==> src/rtl/core/pcx_rle_to_hgr_packer_top_assert.svh <==
// ----------------------------------------------------------------------------
// PCX to hires packer assertion macros
// Shared property forms for the packer's concurrent checks. Each macro uses
// the clk and rst_n of the scope that expands it.
// ----------------------------------------------------------------------------
`ifndef PCX_RLE_TO_HGR_PACKER_TOP_ASSERT_SVH
`define PCX_RLE_TO_HGR_PACKER_TOP_ASSERT_SVH

// Same-cycle implication, checked outside reset.
`define PCXHGR_ASSERT_IMP(lbl, ante, cons, msg) \
  lbl: assert property (@(posedge clk) disable iff (!rst_n) (ante) |-> (cons)) \
    else $error(msg);

// Next-cycle implication, checked outside reset.
`define PCXHGR_ASSERT_NXT(lbl, ante, cons, msg) \
  lbl: assert property (@(posedge clk) disable iff (!rst_n) (ante) |=> (cons)) \
    else $error(msg);

`endif

==> src/rtl/core/pcxhgr_pkg.sv <==
// ----------------------------------------------------------------------------
// PCX to hires packer package
// Item kinds, the command passed from front to back, the result record, and
// the default sizes shared by the packer's modules.
// ----------------------------------------------------------------------------
`default_nettype none

package pcxhgr_pkg;

  // Input item kinds.
  localparam logic [1:0] KIND_PALETTE = 2'd0;
  localparam logic [1:0] KIND_IMAGE   = 2'd1;
  localparam logic [1:0] KIND_START   = 2'd2;

  // Image geometry defaults.
  localparam int DEF_GROUPS_PER_ROW = 20;
  localparam int DEF_IMAGE_ROWS     = 192;

  // Queue depths (powers of two).
  localparam int CMDQ_DEPTH = 4;
  localparam int OUTQ_DEPTH = 4;

  // Field widths.
  localparam int ADDR_W  = 13;
  localparam int ROW_W   = 8;
  localparam int RUN_W   = 6;

  // Work handed from the front to the back.
  typedef enum logic [1:0] {
    OP_WRITE,
    OP_CLEAR,
    OP_RUN
  } op_t;

  typedef struct packed {
    op_t              op;
    logic [7:0]       index;  // table entry for writes, pixel value for runs
    logic [7:0]       code;   // color code for writes
    logic [RUN_W-1:0] count;  // pixel repeat count for runs
  } cmd_t;

  // One hires byte with its screen address.
  typedef struct packed {
    logic [ADDR_W-1:0] addr;
    logic [7:0]        data;
    logic              last;
  } res_t;

endpackage

`default_nettype wire

==> src/rtl/core/pcxhgr_fifo.sv <==
// ----------------------------------------------------------------------------
// PCX to hires packer queue
// Small first-word-fall-through queue in flip-flops. DEPTH is a power of two.
// ----------------------------------------------------------------------------
`default_nettype none

module pcxhgr_fifo #(
  parameter int WIDTH = 8,
  parameter int DEPTH = 4
) (
  input  wire logic             clk,
  input  wire logic             rst_n,
  input  wire logic             push,
  input  wire logic [WIDTH-1:0] wdata,
  output logic                  full,
  input  wire logic             pop,
  output logic [WIDTH-1:0]      rdata,
  output logic                  empty
);

  localparam int AW = (DEPTH > 1) ? $clog2(DEPTH) : 1;
  localparam int CW = $clog2(DEPTH + 1);

  logic [WIDTH-1:0] slot_r [DEPTH];
  logic [AW-1:0]    wr_ptr_r, wr_ptr_nxt;
  logic [AW-1:0]    rd_ptr_r, rd_ptr_nxt;
  logic [CW-1:0]    count_r, count_nxt;
  logic             do_push, do_pop;

  // Status and head of queue.
  assign full    = (count_r == CW'(DEPTH));
  assign empty   = (count_r == '0);
  assign rdata   = slot_r[rd_ptr_r];
  assign do_push = push && !full;
  assign do_pop  = pop && !empty;

  // Pointer and fill count update.
  always_comb begin
    wr_ptr_nxt = do_push ? AW'(wr_ptr_r + 1'b1) : wr_ptr_r;
    rd_ptr_nxt = do_pop  ? AW'(rd_ptr_r + 1'b1) : rd_ptr_r;
    count_nxt  = count_r;
    if (do_push && !do_pop) begin
      count_nxt = CW'(count_r + 1'b1);
    end else if (do_pop && !do_push) begin
      count_nxt = CW'(count_r - 1'b1);
    end
  end

  always_ff @(posedge clk) begin
    if (!rst_n) begin
      wr_ptr_r <= '0;
      rd_ptr_r <= '0;
      count_r  <= '0;
    end else begin
      wr_ptr_r <= wr_ptr_nxt;
      rd_ptr_r <= rd_ptr_nxt;
      count_r  <= count_nxt;
    end
  end

  // Storage needs no reset.
  always_ff @(posedge clk) begin
    if (do_push) begin
      slot_r[wr_ptr_r] <= wdata;
    end
  end

endmodule

`default_nettype wire

==> src/rtl/core/pcxhgr_front.sv <==
// ----------------------------------------------------------------------------
// PCX to hires packer front end
// Accepts input items, matches palette colors, decodes the run-length prefix
// and turns each item into at most one command for the back end.
// ----------------------------------------------------------------------------
`default_nettype none

module pcxhgr_front
  import pcxhgr_pkg::*;
(
  input  wire logic       clk,
  input  wire logic       rst_n,
  input  wire logic       in_push,
  input  wire logic       q_full,
  input  wire logic [1:0] in_kind,
  input  wire logic [7:0] in_image_byte,
  input  wire logic [7:0] in_entry_index,
  input  wire logic [7:0] in_red,
  input  wire logic [7:0] in_green,
  input  wire logic [7:0] in_blue,
  output logic            cmd_push,
  output cmd_t            cmd
);

  // Run marker: both top bits set.
  localparam logic [7:0] RUN_MARK = 8'hc0;

  // Color codes of the six known colors.
  localparam logic [7:0] CODE_BLACK  = 8'h00;
  localparam logic [7:0] CODE_WHITE  = 8'h03;
  localparam logic [7:0] CODE_BLUE   = 8'h81;
  localparam logic [7:0] CODE_PURPLE = 8'h41;
  localparam logic [7:0] CODE_ORANGE = 8'h82;
  localparam logic [7:0] CODE_GREEN  = 8'h42;

  logic             pending_r, pending_nxt;
  logic [RUN_W-1:0] run_len_r, run_len_nxt;
  logic             accept;
  logic             hit;
  logic [7:0]       match_code;

  assign accept = in_push && !q_full;

  // Exact match against the six palette colors.
  always_comb begin
    hit        = 1'b1;
    match_code = CODE_BLACK;
    priority if (in_red == 8'h00 && in_green == 8'h00 && in_blue == 8'h00) begin
      match_code = CODE_BLACK;
    end else if (in_red == 8'hff && in_green == 8'hff && in_blue == 8'hff) begin
      match_code = CODE_WHITE;
    end else if (in_red == 8'h1b && in_green == 8'h9a && in_blue == 8'hfe) begin
      match_code = CODE_BLUE;
    end else if (in_red == 8'he4 && in_green == 8'h34 && in_blue == 8'hfe) begin
      match_code = CODE_PURPLE;
    end else if (in_red == 8'hcd && in_green == 8'h5b && in_blue == 8'h01) begin
      match_code = CODE_ORANGE;
    end else if (in_red == 8'h1b && in_green == 8'hcb && in_blue == 8'h01) begin
      match_code = CODE_GREEN;
    end else begin
      hit = 1'b0;
    end
  end

  // Classify the item and track the pending run count.
  always_comb begin
    cmd_push    = 1'b0;
    cmd.op      = OP_RUN;
    cmd.index   = in_entry_index;
    cmd.code    = match_code;
    cmd.count   = RUN_W'(1);
    pending_nxt = pending_r;
    run_len_nxt = run_len_r;
    if (accept) begin
      unique case (in_kind)
        KIND_PALETTE: begin
          cmd.op   = OP_WRITE;
          cmd_push = hit;
        end
        KIND_START: begin
          cmd.op      = OP_CLEAR;
          cmd_push    = 1'b1;
          pending_nxt = 1'b0;
          run_len_nxt = '0;
        end
        KIND_IMAGE: begin
          cmd.index = in_image_byte;
          if (pending_r) begin
            // Repeat this byte; an empty run gives nothing.
            pending_nxt = 1'b0;
            cmd.count   = run_len_r;
            cmd_push    = (run_len_r != '0);
          end else if ((in_image_byte & RUN_MARK) == RUN_MARK) begin
            pending_nxt = 1'b1;
            run_len_nxt = in_image_byte[RUN_W-1:0];
          end else begin
            cmd_push = 1'b1;
          end
        end
        default: begin
        end
      endcase
    end
  end

  always_ff @(posedge clk) begin
    if (!rst_n) begin
      pending_r <= 1'b0;
      run_len_r <= '0;
    end else begin
      pending_r <= pending_nxt;
      run_len_r <= run_len_nxt;
    end
  end

endmodule

`default_nettype wire

==> src/rtl/core/pcxhgr_back.sv <==
// ----------------------------------------------------------------------------
// PCX to hires packer back end
// Owns the color table, expands pixel runs one pixel a cycle except while it
// emits; packs seven-pixel groups into two hires bytes at screen addresses.
// ----------------------------------------------------------------------------
`default_nettype none

module pcxhgr_back
  import pcxhgr_pkg::*;
#(
  parameter int GROUPS_PER_ROW = DEF_GROUPS_PER_ROW,
  parameter int IMAGE_ROWS     = DEF_IMAGE_ROWS
) (
  input  wire logic clk,
  input  wire logic rst_n,
  input  wire logic cmd_valid,
  input  wire cmd_t cmd,
  output logic      cmd_pop,
  input  wire logic out_full,
  output logic      out_push,
  output res_t      out_res
);

  localparam int COL_W  = (GROUPS_PER_ROW > 1) ? $clog2(GROUPS_PER_ROW) : 1;
  localparam int VOTE_W = 11;
  localparam logic [COL_W-1:0] COL_LAST = COL_W'(GROUPS_PER_ROW - 1);
  localparam logic [ROW_W-1:0] ROW_LAST = ROW_W'(IMAGE_ROWS - 1);
  localparam logic [2:0]       PIX_LAST = 3'd6;
  localparam logic [2:0]       HALF_SPLIT = 3'd4;
  localparam logic [RUN_W-1:0] GROUP_PIXELS = RUN_W'(7);
  localparam logic [ADDR_W-1:0] THIRD_STRIDE = ADDR_W'(40);
  localparam logic signed [VOTE_W-1:0] VOTE_UP   = VOTE_W'(128);
  localparam logic signed [VOTE_W-1:0] VOTE_DOWN = VOTE_W'(64);

  typedef enum logic [1:0] {
    ST_IDLE,
    ST_PIXEL,
    ST_EMIT0,
    ST_EMIT1
  } state_t;

  state_t                     state_r, state_nxt;
  logic [RUN_W-1:0]           rem_r, rem_nxt, rem_dec;
  logic [2:0]                 pig_r, pig_nxt;
  logic [13:0]                bits_r, bits_nxt, bits_new;
  logic signed [VOTE_W-1:0]   vote0_r, vote0_nxt, vote0_new;
  logic signed [VOTE_W-1:0]   vote1_r, vote1_nxt, vote1_new;
  logic signed [VOTE_W-1:0]   vote;
  logic [COL_W-1:0]           col_r, col_nxt;
  logic [ROW_W-1:0]           row_r, row_nxt;
  logic                       full_r, full_nxt;
  logic [7:0]                 byte0_r, byte0_nxt;
  logic [7:0]                 byte1_r, byte1_nxt;
  logic [ADDR_W-1:0]          addr_r, addr_nxt, base;
  logic                       last_r, last_nxt;
  logic [255:0]               vld_r, vld_nxt;
  logic                       rd_vld_r;
  logic [7:0]                 rd_data_r;
  logic [7:0]                 table_mem [256];
  logic                       mem_we, rd_en;
  logic [7:0]                 code;

  // Table entries never written read as code zero.
  assign code = rd_vld_r ? rd_data_r : 8'h00;

  // Row-interleaved base address of the current group.
  assign base = ADDR_W'({row_r[2:0], 10'd0}) + ADDR_W'({row_r[5:3], 7'd0})
              + ADDR_W'(row_r[7:6]) * THIRD_STRIDE + ADDR_W'({col_r, 1'b0});

  // One pixel folded into the current group.
  always_comb begin
    vote      = (code[7] ? VOTE_UP : VOTE_W'(0)) - (code[6] ? VOTE_DOWN : VOTE_W'(0));
    bits_new  = bits_r | ({12'd0, code[1:0]} << {pig_r, 1'b0});
    vote0_new = vote0_r;
    vote1_new = vote1_r;
    if (pig_r < HALF_SPLIT) begin
      vote0_new = vote0_r + vote;
    end else begin
      vote1_new = vote1_r + vote;
    end
    rem_dec = RUN_W'(rem_r - 1'b1);
  end

  // Sequencer and datapath next state.
  always_comb begin
    state_nxt = state_r;
    rem_nxt   = rem_r;
    pig_nxt   = pig_r;
    bits_nxt  = bits_r;
    vote0_nxt = vote0_r;
    vote1_nxt = vote1_r;
    col_nxt   = col_r;
    row_nxt   = row_r;
    full_nxt  = full_r;
    byte0_nxt = byte0_r;
    byte1_nxt = byte1_r;
    addr_nxt  = addr_r;
    last_nxt  = last_r;
    vld_nxt   = vld_r;
    cmd_pop   = 1'b0;
    mem_we    = 1'b0;
    rd_en     = 1'b0;
    out_push  = 1'b0;
    out_res.addr = addr_r;
    out_res.data = byte0_r;
    out_res.last = 1'b0;

    unique case (state_r)
      ST_IDLE: begin
        cmd_pop = cmd_valid;
        if (cmd_valid) begin
          unique case (cmd.op)
            OP_WRITE: begin
              mem_we              = 1'b1;
              vld_nxt[cmd.index]  = 1'b1;
            end
            OP_CLEAR: begin
              pig_nxt   = '0;
              bits_nxt  = '0;
              vote0_nxt = '0;
              vote1_nxt = '0;
              col_nxt   = '0;
              row_nxt   = '0;
              full_nxt  = 1'b0;
            end
            OP_RUN: begin
              // A full image drops the run.
              if (!full_r) begin
                rd_en     = 1'b1;
                rem_nxt   = cmd.count;
                state_nxt = ST_PIXEL;
              end
            end
            default: begin
            end
          endcase
        end
      end

      ST_PIXEL: begin
        rem_nxt = rem_dec;
        if (pig_r == PIX_LAST) begin
          // Group complete: latch both bytes and advance the position.
          byte0_nxt = {(vote0_new > VOTE_W'(0)), bits_new[6:0]};
          byte1_nxt = {(vote1_new > VOTE_W'(0)), bits_new[13:7]};
          addr_nxt  = base;
          pig_nxt   = '0;
          bits_nxt  = '0;
          vote0_nxt = '0;
          vote1_nxt = '0;
          last_nxt  = (rem_dec < GROUP_PIXELS);
          if (col_r == COL_LAST) begin
            col_nxt = '0;
            row_nxt = ROW_W'(row_r + 1'b1);
            if (row_r == ROW_LAST) begin
              full_nxt = 1'b1;
              last_nxt = 1'b1;
            end
          end else begin
            col_nxt = COL_W'(col_r + 1'b1);
          end
          state_nxt = ST_EMIT0;
        end else begin
          pig_nxt   = 3'(pig_r + 1'b1);
          bits_nxt  = bits_new;
          vote0_nxt = vote0_new;
          vote1_nxt = vote1_new;
          if (rem_dec == '0) begin
            state_nxt = ST_IDLE;
          end
        end
      end

      ST_EMIT0: begin
        out_push = !out_full;
        if (!out_full) begin
          state_nxt = ST_EMIT1;
        end
      end

      ST_EMIT1: begin
        out_push     = !out_full;
        out_res.addr = ADDR_W'(addr_r + 1'b1);
        out_res.data = byte1_r;
        out_res.last = last_r;
        if (!out_full) begin
          state_nxt = (rem_r == '0 || full_r) ? ST_IDLE : ST_PIXEL;
        end
      end

      default: begin
        state_nxt = ST_IDLE;
      end
    endcase
  end

  // State, counters, held output bytes and valid bits.
  always_ff @(posedge clk) begin
    if (!rst_n) begin
      state_r  <= ST_IDLE;
      rem_r    <= '0;
      pig_r    <= '0;
      bits_r   <= '0;
      vote0_r  <= '0;
      vote1_r  <= '0;
      col_r    <= '0;
      row_r    <= '0;
      full_r   <= 1'b0;
      byte0_r  <= '0;
      byte1_r  <= '0;
      addr_r   <= '0;
      last_r   <= 1'b0;
      vld_r    <= '0;
      rd_vld_r <= 1'b0;
    end else begin
      state_r <= state_nxt;
      rem_r   <= rem_nxt;
      pig_r   <= pig_nxt;
      bits_r  <= bits_nxt;
      vote0_r <= vote0_nxt;
      vote1_r <= vote1_nxt;
      col_r   <= col_nxt;
      row_r   <= row_nxt;
      full_r  <= full_nxt;
      byte0_r <= byte0_nxt;
      byte1_r <= byte1_nxt;
      addr_r  <= addr_nxt;
      last_r  <= last_nxt;
      vld_r   <= vld_nxt;
      if (rd_en) begin
        rd_vld_r <= vld_r[cmd.index];
      end
    end
  end

  // Color table: one write or one registered read per cycle.
  always_ff @(posedge clk) begin
    if (mem_we) begin
      table_mem[cmd.index] <= cmd.code;
    end
    if (rd_en) begin
      rd_data_r <= table_mem[cmd.index];
    end
  end

endmodule

`default_nettype wire

==> src/rtl/core/pcx_rle_to_hgr_packer_top.sv <==
// ----------------------------------------------------------------------------
// PCX RLE to hires packer, top level
// Palette matching, run-length decode and hires byte packing with addresses.
// ----------------------------------------------------------------------------
// Input channel: an item transfers when in_push is high and in_full is low.
//   Kind 0 writes a palette entry, kind 1 feeds an image byte, kind 2 starts
//   a new image. Kind 3 is ignored.
// Result channel: the oldest result sits on out_* while out_empty is low and
//   transfers when out_pop is high. Each result is one hires byte with its
//   screen address; out_last marks the final byte caused by an input item.
// Flow: palette writes, restarts and image bytes that carry pixels become
//   one command each, which the back end takes from its idle state.
//   Run markers, unmatched colors, empty runs and kind 3 make no command.
//   Each run pixel passes the back end's pixel state, and a finished group
//   pauses the run while its two hires bytes are emitted. The single pixel
//   datapath sets the pace; a four-entry command queue lets the front keep
//   taking items meanwhile. With the back end idle, a literal that closes
//   a group passes the command queue, the idle state's table read, the pixel
//   state and the emit states, which put its bytes into the result queue.
// Reset: the color table reads as all zero (per-entry valid bits cleared),
//   all counters are zero and both queues are empty.
// Stall: when out_pop stays low the result queue fills, the back end waits,
//   the command queue fills and in_full rises. Nothing is dropped.
// ----------------------------------------------------------------------------
`default_nettype none

`include "pcx_rle_to_hgr_packer_top_assert.svh"

module pcx_rle_to_hgr_packer_top
  import pcxhgr_pkg::*;
#(
  parameter int GROUPS_PER_ROW = DEF_GROUPS_PER_ROW,
  parameter int IMAGE_ROWS     = DEF_IMAGE_ROWS
) (
  input  wire logic              clk,
  input  wire logic              rst_n,
  input  wire logic              in_push,
  output logic                   in_full,
  input  wire logic [1:0]        in_kind,
  input  wire logic [7:0]        in_image_byte,
  input  wire logic [7:0]        in_entry_index,
  input  wire logic [7:0]        in_red,
  input  wire logic [7:0]        in_green,
  input  wire logic [7:0]        in_blue,
  output logic                   out_empty,
  input  wire logic              out_pop,
  output logic [ADDR_W-1:0]      out_screen_address,
  output logic [7:0]             out_screen_byte,
  output logic                   out_last
);

  logic cmd_push, cmdq_full, cmdq_empty, cmd_pop;
  cmd_t cmd_in, cmd_out;
  logic [$bits(cmd_t)-1:0] cmd_bits;
  logic res_push, outq_full;
  res_t res_in, res_out;
  logic [$bits(res_t)-1:0] res_bits;

  assign in_full = cmdq_full;

  // Front end: classify items.
  pcxhgr_front u_front (
    .clk            (clk),
    .rst_n          (rst_n),
    .in_push        (in_push),
    .q_full         (cmdq_full),
    .in_kind        (in_kind),
    .in_image_byte  (in_image_byte),
    .in_entry_index (in_entry_index),
    .in_red         (in_red),
    .in_green       (in_green),
    .in_blue        (in_blue),
    .cmd_push       (cmd_push),
    .cmd            (cmd_in)
  );

  // Command queue between front and back.
  pcxhgr_fifo #(
    .WIDTH ($bits(cmd_t)),
    .DEPTH (CMDQ_DEPTH)
  ) u_cmdq (
    .clk   (clk),
    .rst_n (rst_n),
    .push  (cmd_push),
    .wdata (cmd_in),
    .full  (cmdq_full),
    .pop   (cmd_pop),
    .rdata (cmd_bits),
    .empty (cmdq_empty)
  );

  assign cmd_out = cmd_t'(cmd_bits);

  // Back end: table, pixel expansion and packing.
  pcxhgr_back #(
    .GROUPS_PER_ROW (GROUPS_PER_ROW),
    .IMAGE_ROWS     (IMAGE_ROWS)
  ) u_back (
    .clk       (clk),
    .rst_n     (rst_n),
    .cmd_valid (!cmdq_empty),
    .cmd       (cmd_out),
    .cmd_pop   (cmd_pop),
    .out_full  (outq_full),
    .out_push  (res_push),
    .out_res   (res_in)
  );

  // Result queue toward the receiver.
  pcxhgr_fifo #(
    .WIDTH ($bits(res_t)),
    .DEPTH (OUTQ_DEPTH)
  ) u_outq (
    .clk   (clk),
    .rst_n (rst_n),
    .push  (res_push),
    .wdata (res_in),
    .full  (outq_full),
    .pop   (out_pop),
    .rdata (res_bits),
    .empty (out_empty)
  );

  assign res_out            = res_t'(res_bits);
  assign out_screen_address = res_out.addr;
  assign out_screen_byte    = res_out.data;
  assign out_last           = res_out.last;

  // Internal checks.
  `PCXHGR_ASSERT_IMP(a_cmdq_no_ovf, cmd_push, !cmdq_full, "command queue overflow")
  `PCXHGR_ASSERT_IMP(a_outq_no_ovf, res_push, !outq_full, "result queue overflow")
  `PCXHGR_ASSERT_NXT(a_empty_holds, !res_push && !(out_pop && !out_empty), $stable(out_empty), "idle queue moved")

endmodule

`default_nettype wire

==> config.mk <==
export PLATFORM = sky130hd
export DESIGN_NAME = pcx_rle_to_hgr_packer_top
export DESIGN_NICKNAME = d
export VERILOG_FILES = /design/src/rtl/core/pcxhgr_pkg.sv /design/src/rtl/core/pcxhgr_fifo.sv /design/src/rtl/core/pcxhgr_front.sv /design/src/rtl/core/pcxhgr_back.sv /design/src/rtl/core/pcx_rle_to_hgr_packer_top.sv
export VERILOG_INCLUDE_DIRS = /design/src /design/src/rtl/core
export SDC_FILE = /design/constraint.sdc
export NUM_CORES = 2
export LEC_CHECK = 0
export ABC_AREA = 1
export BUFFER_PORTS_ARGS = -buffer_cell sky130_fd_sc_hd__buf_4
export CELL_PAD_IN_SITES_DETAIL_PLACEMENT = 0
export CELL_PAD_IN_SITES_GLOBAL_PLACEMENT = 2
export CORE_MARGIN = 4
export CORE_UTILIZATION = 46
export DETAILED_ROUTE_END_ITERATION = 8
export PLACE_DENSITY_LB_ADDON = 0.1
export SLEW_MARGIN = 10
export SYNTH_ARGS = -nofsm -noshare
export SYNTH_HDL_FRONTEND = slang
export SYNTH_SLANG_ARGS = --single-unit
==> constraint.sdc <==
create_clock -name clk -period 21.1 [get_ports clk]
set_clock_uncertainty 0.2 [all_clocks]
set_input_delay 1.055 -clock clk [delete_from_list [all_inputs] [get_ports clk]]
set_output_delay 1.055 -clock clk [all_outputs]
set_load 0.005 [all_outputs]
==> qor.yml <==
status: "completed"
synth_fp_nets: 5678
min_path_type: "flop to flop"
drt_pre_antenna_iters: 6
tightestPinTransition_ns: 1.19
power.share.switching_pct: 37.6
initial_core_util_pct: 46.5
drt_wl_total_microns: 181000
synth_xor_area_share_pct: 0.225
syn2layout_area_growth_pct: 12.2
finalMaxSlewViolations: 0
synth_area_per_cell_sq_um: 11.1
synth_cell_types: 49
grtUsageTotal_pct: 25.4
vias: 41800
nets: 5685
io_pins: 70
p_comb_share_pct: 31.6
antenna_found_initial: 2
grt-ovfl-total: 0
cts_setup_buffers: 0
clock_path_buffers: 3
synthSimpleGateAreaFrac_pct: 17.0
relSlewSlack_pct: 20.7
dp_hpwl_microns: 103000
ant_nets: 0
dieArea_sq_um: 141000
max_clock_freq_mhz: 156
wl_per_cell_microns: 24.1
ys_seq_area_share_pct: 69.2
p_switching_mw: 3.65
worst-path-max-fanout: 151
grt_pass1_wl_microns: 268000
crit_path_start_kind: "flop"
final.setup.tns_ns: 0
p_leak_nw: 25.3
core_area_sq_um: 134000
critPathKind: "flop to flop"
setup_viol: 0
synth_top_family_by_area: "simple AND/OR/NAND/NOR gates"
clk_latency_ns: 0.79
synth_seq_cells: 1556
synth_warnings: 0
period_minus_slack_ns: 6.40
rows: 134
cts-root-buf: "clkbuf_16"
worstPathRequired_ns: 21.55
cts_tree: "yes"
synthFlopType: "edfxtp_1"
netlist_area_sq_um: 62300
grt_max_degree: 201
gp_congestion: 0.808
cts_htree_levels: 4
postPlaceCellArea_sq_um: 64500
die_x_microns: 376
synth_compound_area_share_pct: 9.50
final-hold-violation-count: 0
p_clk_share_pct: 29.6
drt_iter0_markers: 3869
synth_fa_ha_area_share_pct: 0.783
p_seq_share_pct: 38.8
clk_pin_slew_ns: 0.06
ctsHoldBuffers: 0
async_flop_share_pct: 0
pwr_density_cell_nw_per_um2: 139
period_share_pct: 30.3
synthCells: 5596
grt_pass1_vias: 40800
cts_made_buffers: 164
cts_sinks: 1556
crit_arrival_ns: 6.85
cap_violations: 0
synth_edf_count: 1196
diodes: 0
cts_resized: 0
final_area_sq_um: 69900
drive_gt1_share_pct: 8.86
vdd_drop_max_mv: 0.154
port_buffers: 69
grt_setup_unrepaired: "no"
muxShareOfSynthArea_pct: 0
end_kind: "flop"
die_h_microns: 376
drc_errors: 0
p_int_mw: 6.05
drt-vias-per-instance: 5.57
layout make-up:
cell class / count / area [sq um]
flip-flops and latches: 1556 / 43100
clock buffers: 228 / 4660
well taps: 1768 / 2210
repair buffers: 146 / 1170
multi-input cells: 3554 / 17300
clock inverters: 79 / 738
inverters: 181 / 691
fillers: 11800 / 64100
synth_stat cells (38+ instances only):
cell type	n	area share (%)
clkbuf_1	132	0.80
inv_2	38	0.23
o21a_1	257	3.1
dfxtp_1	360	12
edfxtp_1	1196	58
nand4_1	146	1.5
inv_1	139	0.84
buf_2	142	1.1
nand2_1	1780	11
a21oi_1	95	0.76
nor2_1	513	3.1
nand3_1	105	0.84
a22oi_1	297	3.6
o21ai_0	165	1.3
power groups by stage:
stage	Clock (mW)	Combinational (mW)	Sequential (mW)
floorplan	0	1.76	3.99
global placement	0	3.07	3.82
detailed placement	0	3.08	3.82
CTS	2.92	3.08	3.76
global route	3.05	3.32	3.76
finish	2.87	3.07	3.76
kinds of logic (layout without fill, tap and decap cells):
kind of cell,Yosys count,count (layout)
AO/OA/AOI/OAI,879,879
XOR/XNOR,16,16
adder cells (fa/ha/maj),36,36
buffers and inverters,486,634
flip-flops,1556,1556
AND/OR/NAND/NOR,2623,2623
placed cells by master (no fill, tap or decap), types with 7 or more instances in the layout:
cell and n:
nor3_1 16, inv_2 36, a21oi_1 95, dfxtp_1 360, clkbuf_1 37, nand2_1 1780
xor2_1 15, nor2_1 504, ha_1 31, clkinvlp_4 7, nand4_1 146, nor2_4 9
o21a_1 257, nand3_1 104, o21ai_0 165, a22oi_1 297, clkinv_2 38, inv_1 138
bufinv_16 10, clkinv_1 18, clkbuf_8 23, edfxtp_1 1196, clkbuf_16 168, a31oi_1 8
nand3_2 9, o22ai_1 29, buf_4 140, nor2_2 28
through the flow:
| step | setup slack (ns) | cells | hold slack (ns) | utilization [%] | total power [mW] |
|---|---|---|---|---|---|
| after CTS | 14.74 | 7512 | 0.252 | 52.2 | 9.76 |
| after floorplan | 11.35 | 5596 | 0.230 | - | 5.75 |
| final | 14.70 | 7512 | 0.252 | 52.2 | 9.69 |
| after global routing | 14.31 | 7512 | 0.276 | 52.2 | 10.1 |
| after global placement | 14.80 | 7205 | 0.241 | 48.1 | 6.89 |
| after detailed placement | 14.77 | 7205 | 0.247 | 48.1 | 6.90 |
critical path, cell delays in order (launching register included):
cell and delay (ns):
dfxtp_1 0.30, buf_4 0.37, inv_2 0.38, nand2_1 0.14
nand3_1 0.12, nand2_4 0.18, buf_4 0.64, buf_4 0.65
nand2_1 0.27, inv_8 0.63, buf_12 0.70, a22oi_1 0.20
nand2_1 0.16, nand2_1 0.06, nand4_1 0.20, nand2_1 0.09
a21oi_1 0.44, nor2_1 0.19, nand2_1 0.12
routing by layer:
layer,up-vias,wire (microns),global-route usage (%),share of wire [%]
met1,20800,83400,37.1,46
li1,19500,-,-,-
met5,-,30,0,0.017
met4,4,4130,6.62,2.3
met3,227,11200,4.07,6.2
met2,1278,82300,39.8,45
flip-flops by register name (all words and copies together) (netlist names), 6 cells and up, named ones only:
register / count
u_back.table_mem: 1024
u_outq.slot_r: 88
u_back.addr_r: 12
u_back.rem_r: 6
u_back.bits_r: 14
u_cmdq.slot_r: 80
u_back.byte0_r: 8
u_front.run_len_r: 6
u_back.byte1_r: 8
u_back.vld_r: 256
u_back.row_r: 8
worst paths after layout:
kind                                          to  depth (start not counted)  slack (ns)                           from
setup / recovery   u_back.rd_data_r[0]$_DFFE_PP_                         18       14.70                           flop
hold / removal    u_back.byte1_r[2]$_SDFFE_PN0P_                          2        0.25  u_back.bits_r[9]$_SDFFE_PN0P_
setup reg to reg   u_back.rd_data_r[0]$_DFFE_PP_                         18       14.70                           flop
hold reg to reg   u_back.byte1_r[2]$_SDFFE_PN0P_                          2        0.25  u_back.bits_r[9]$_SDFFE_PN0P_
Power figures use the tool's default switching activity.
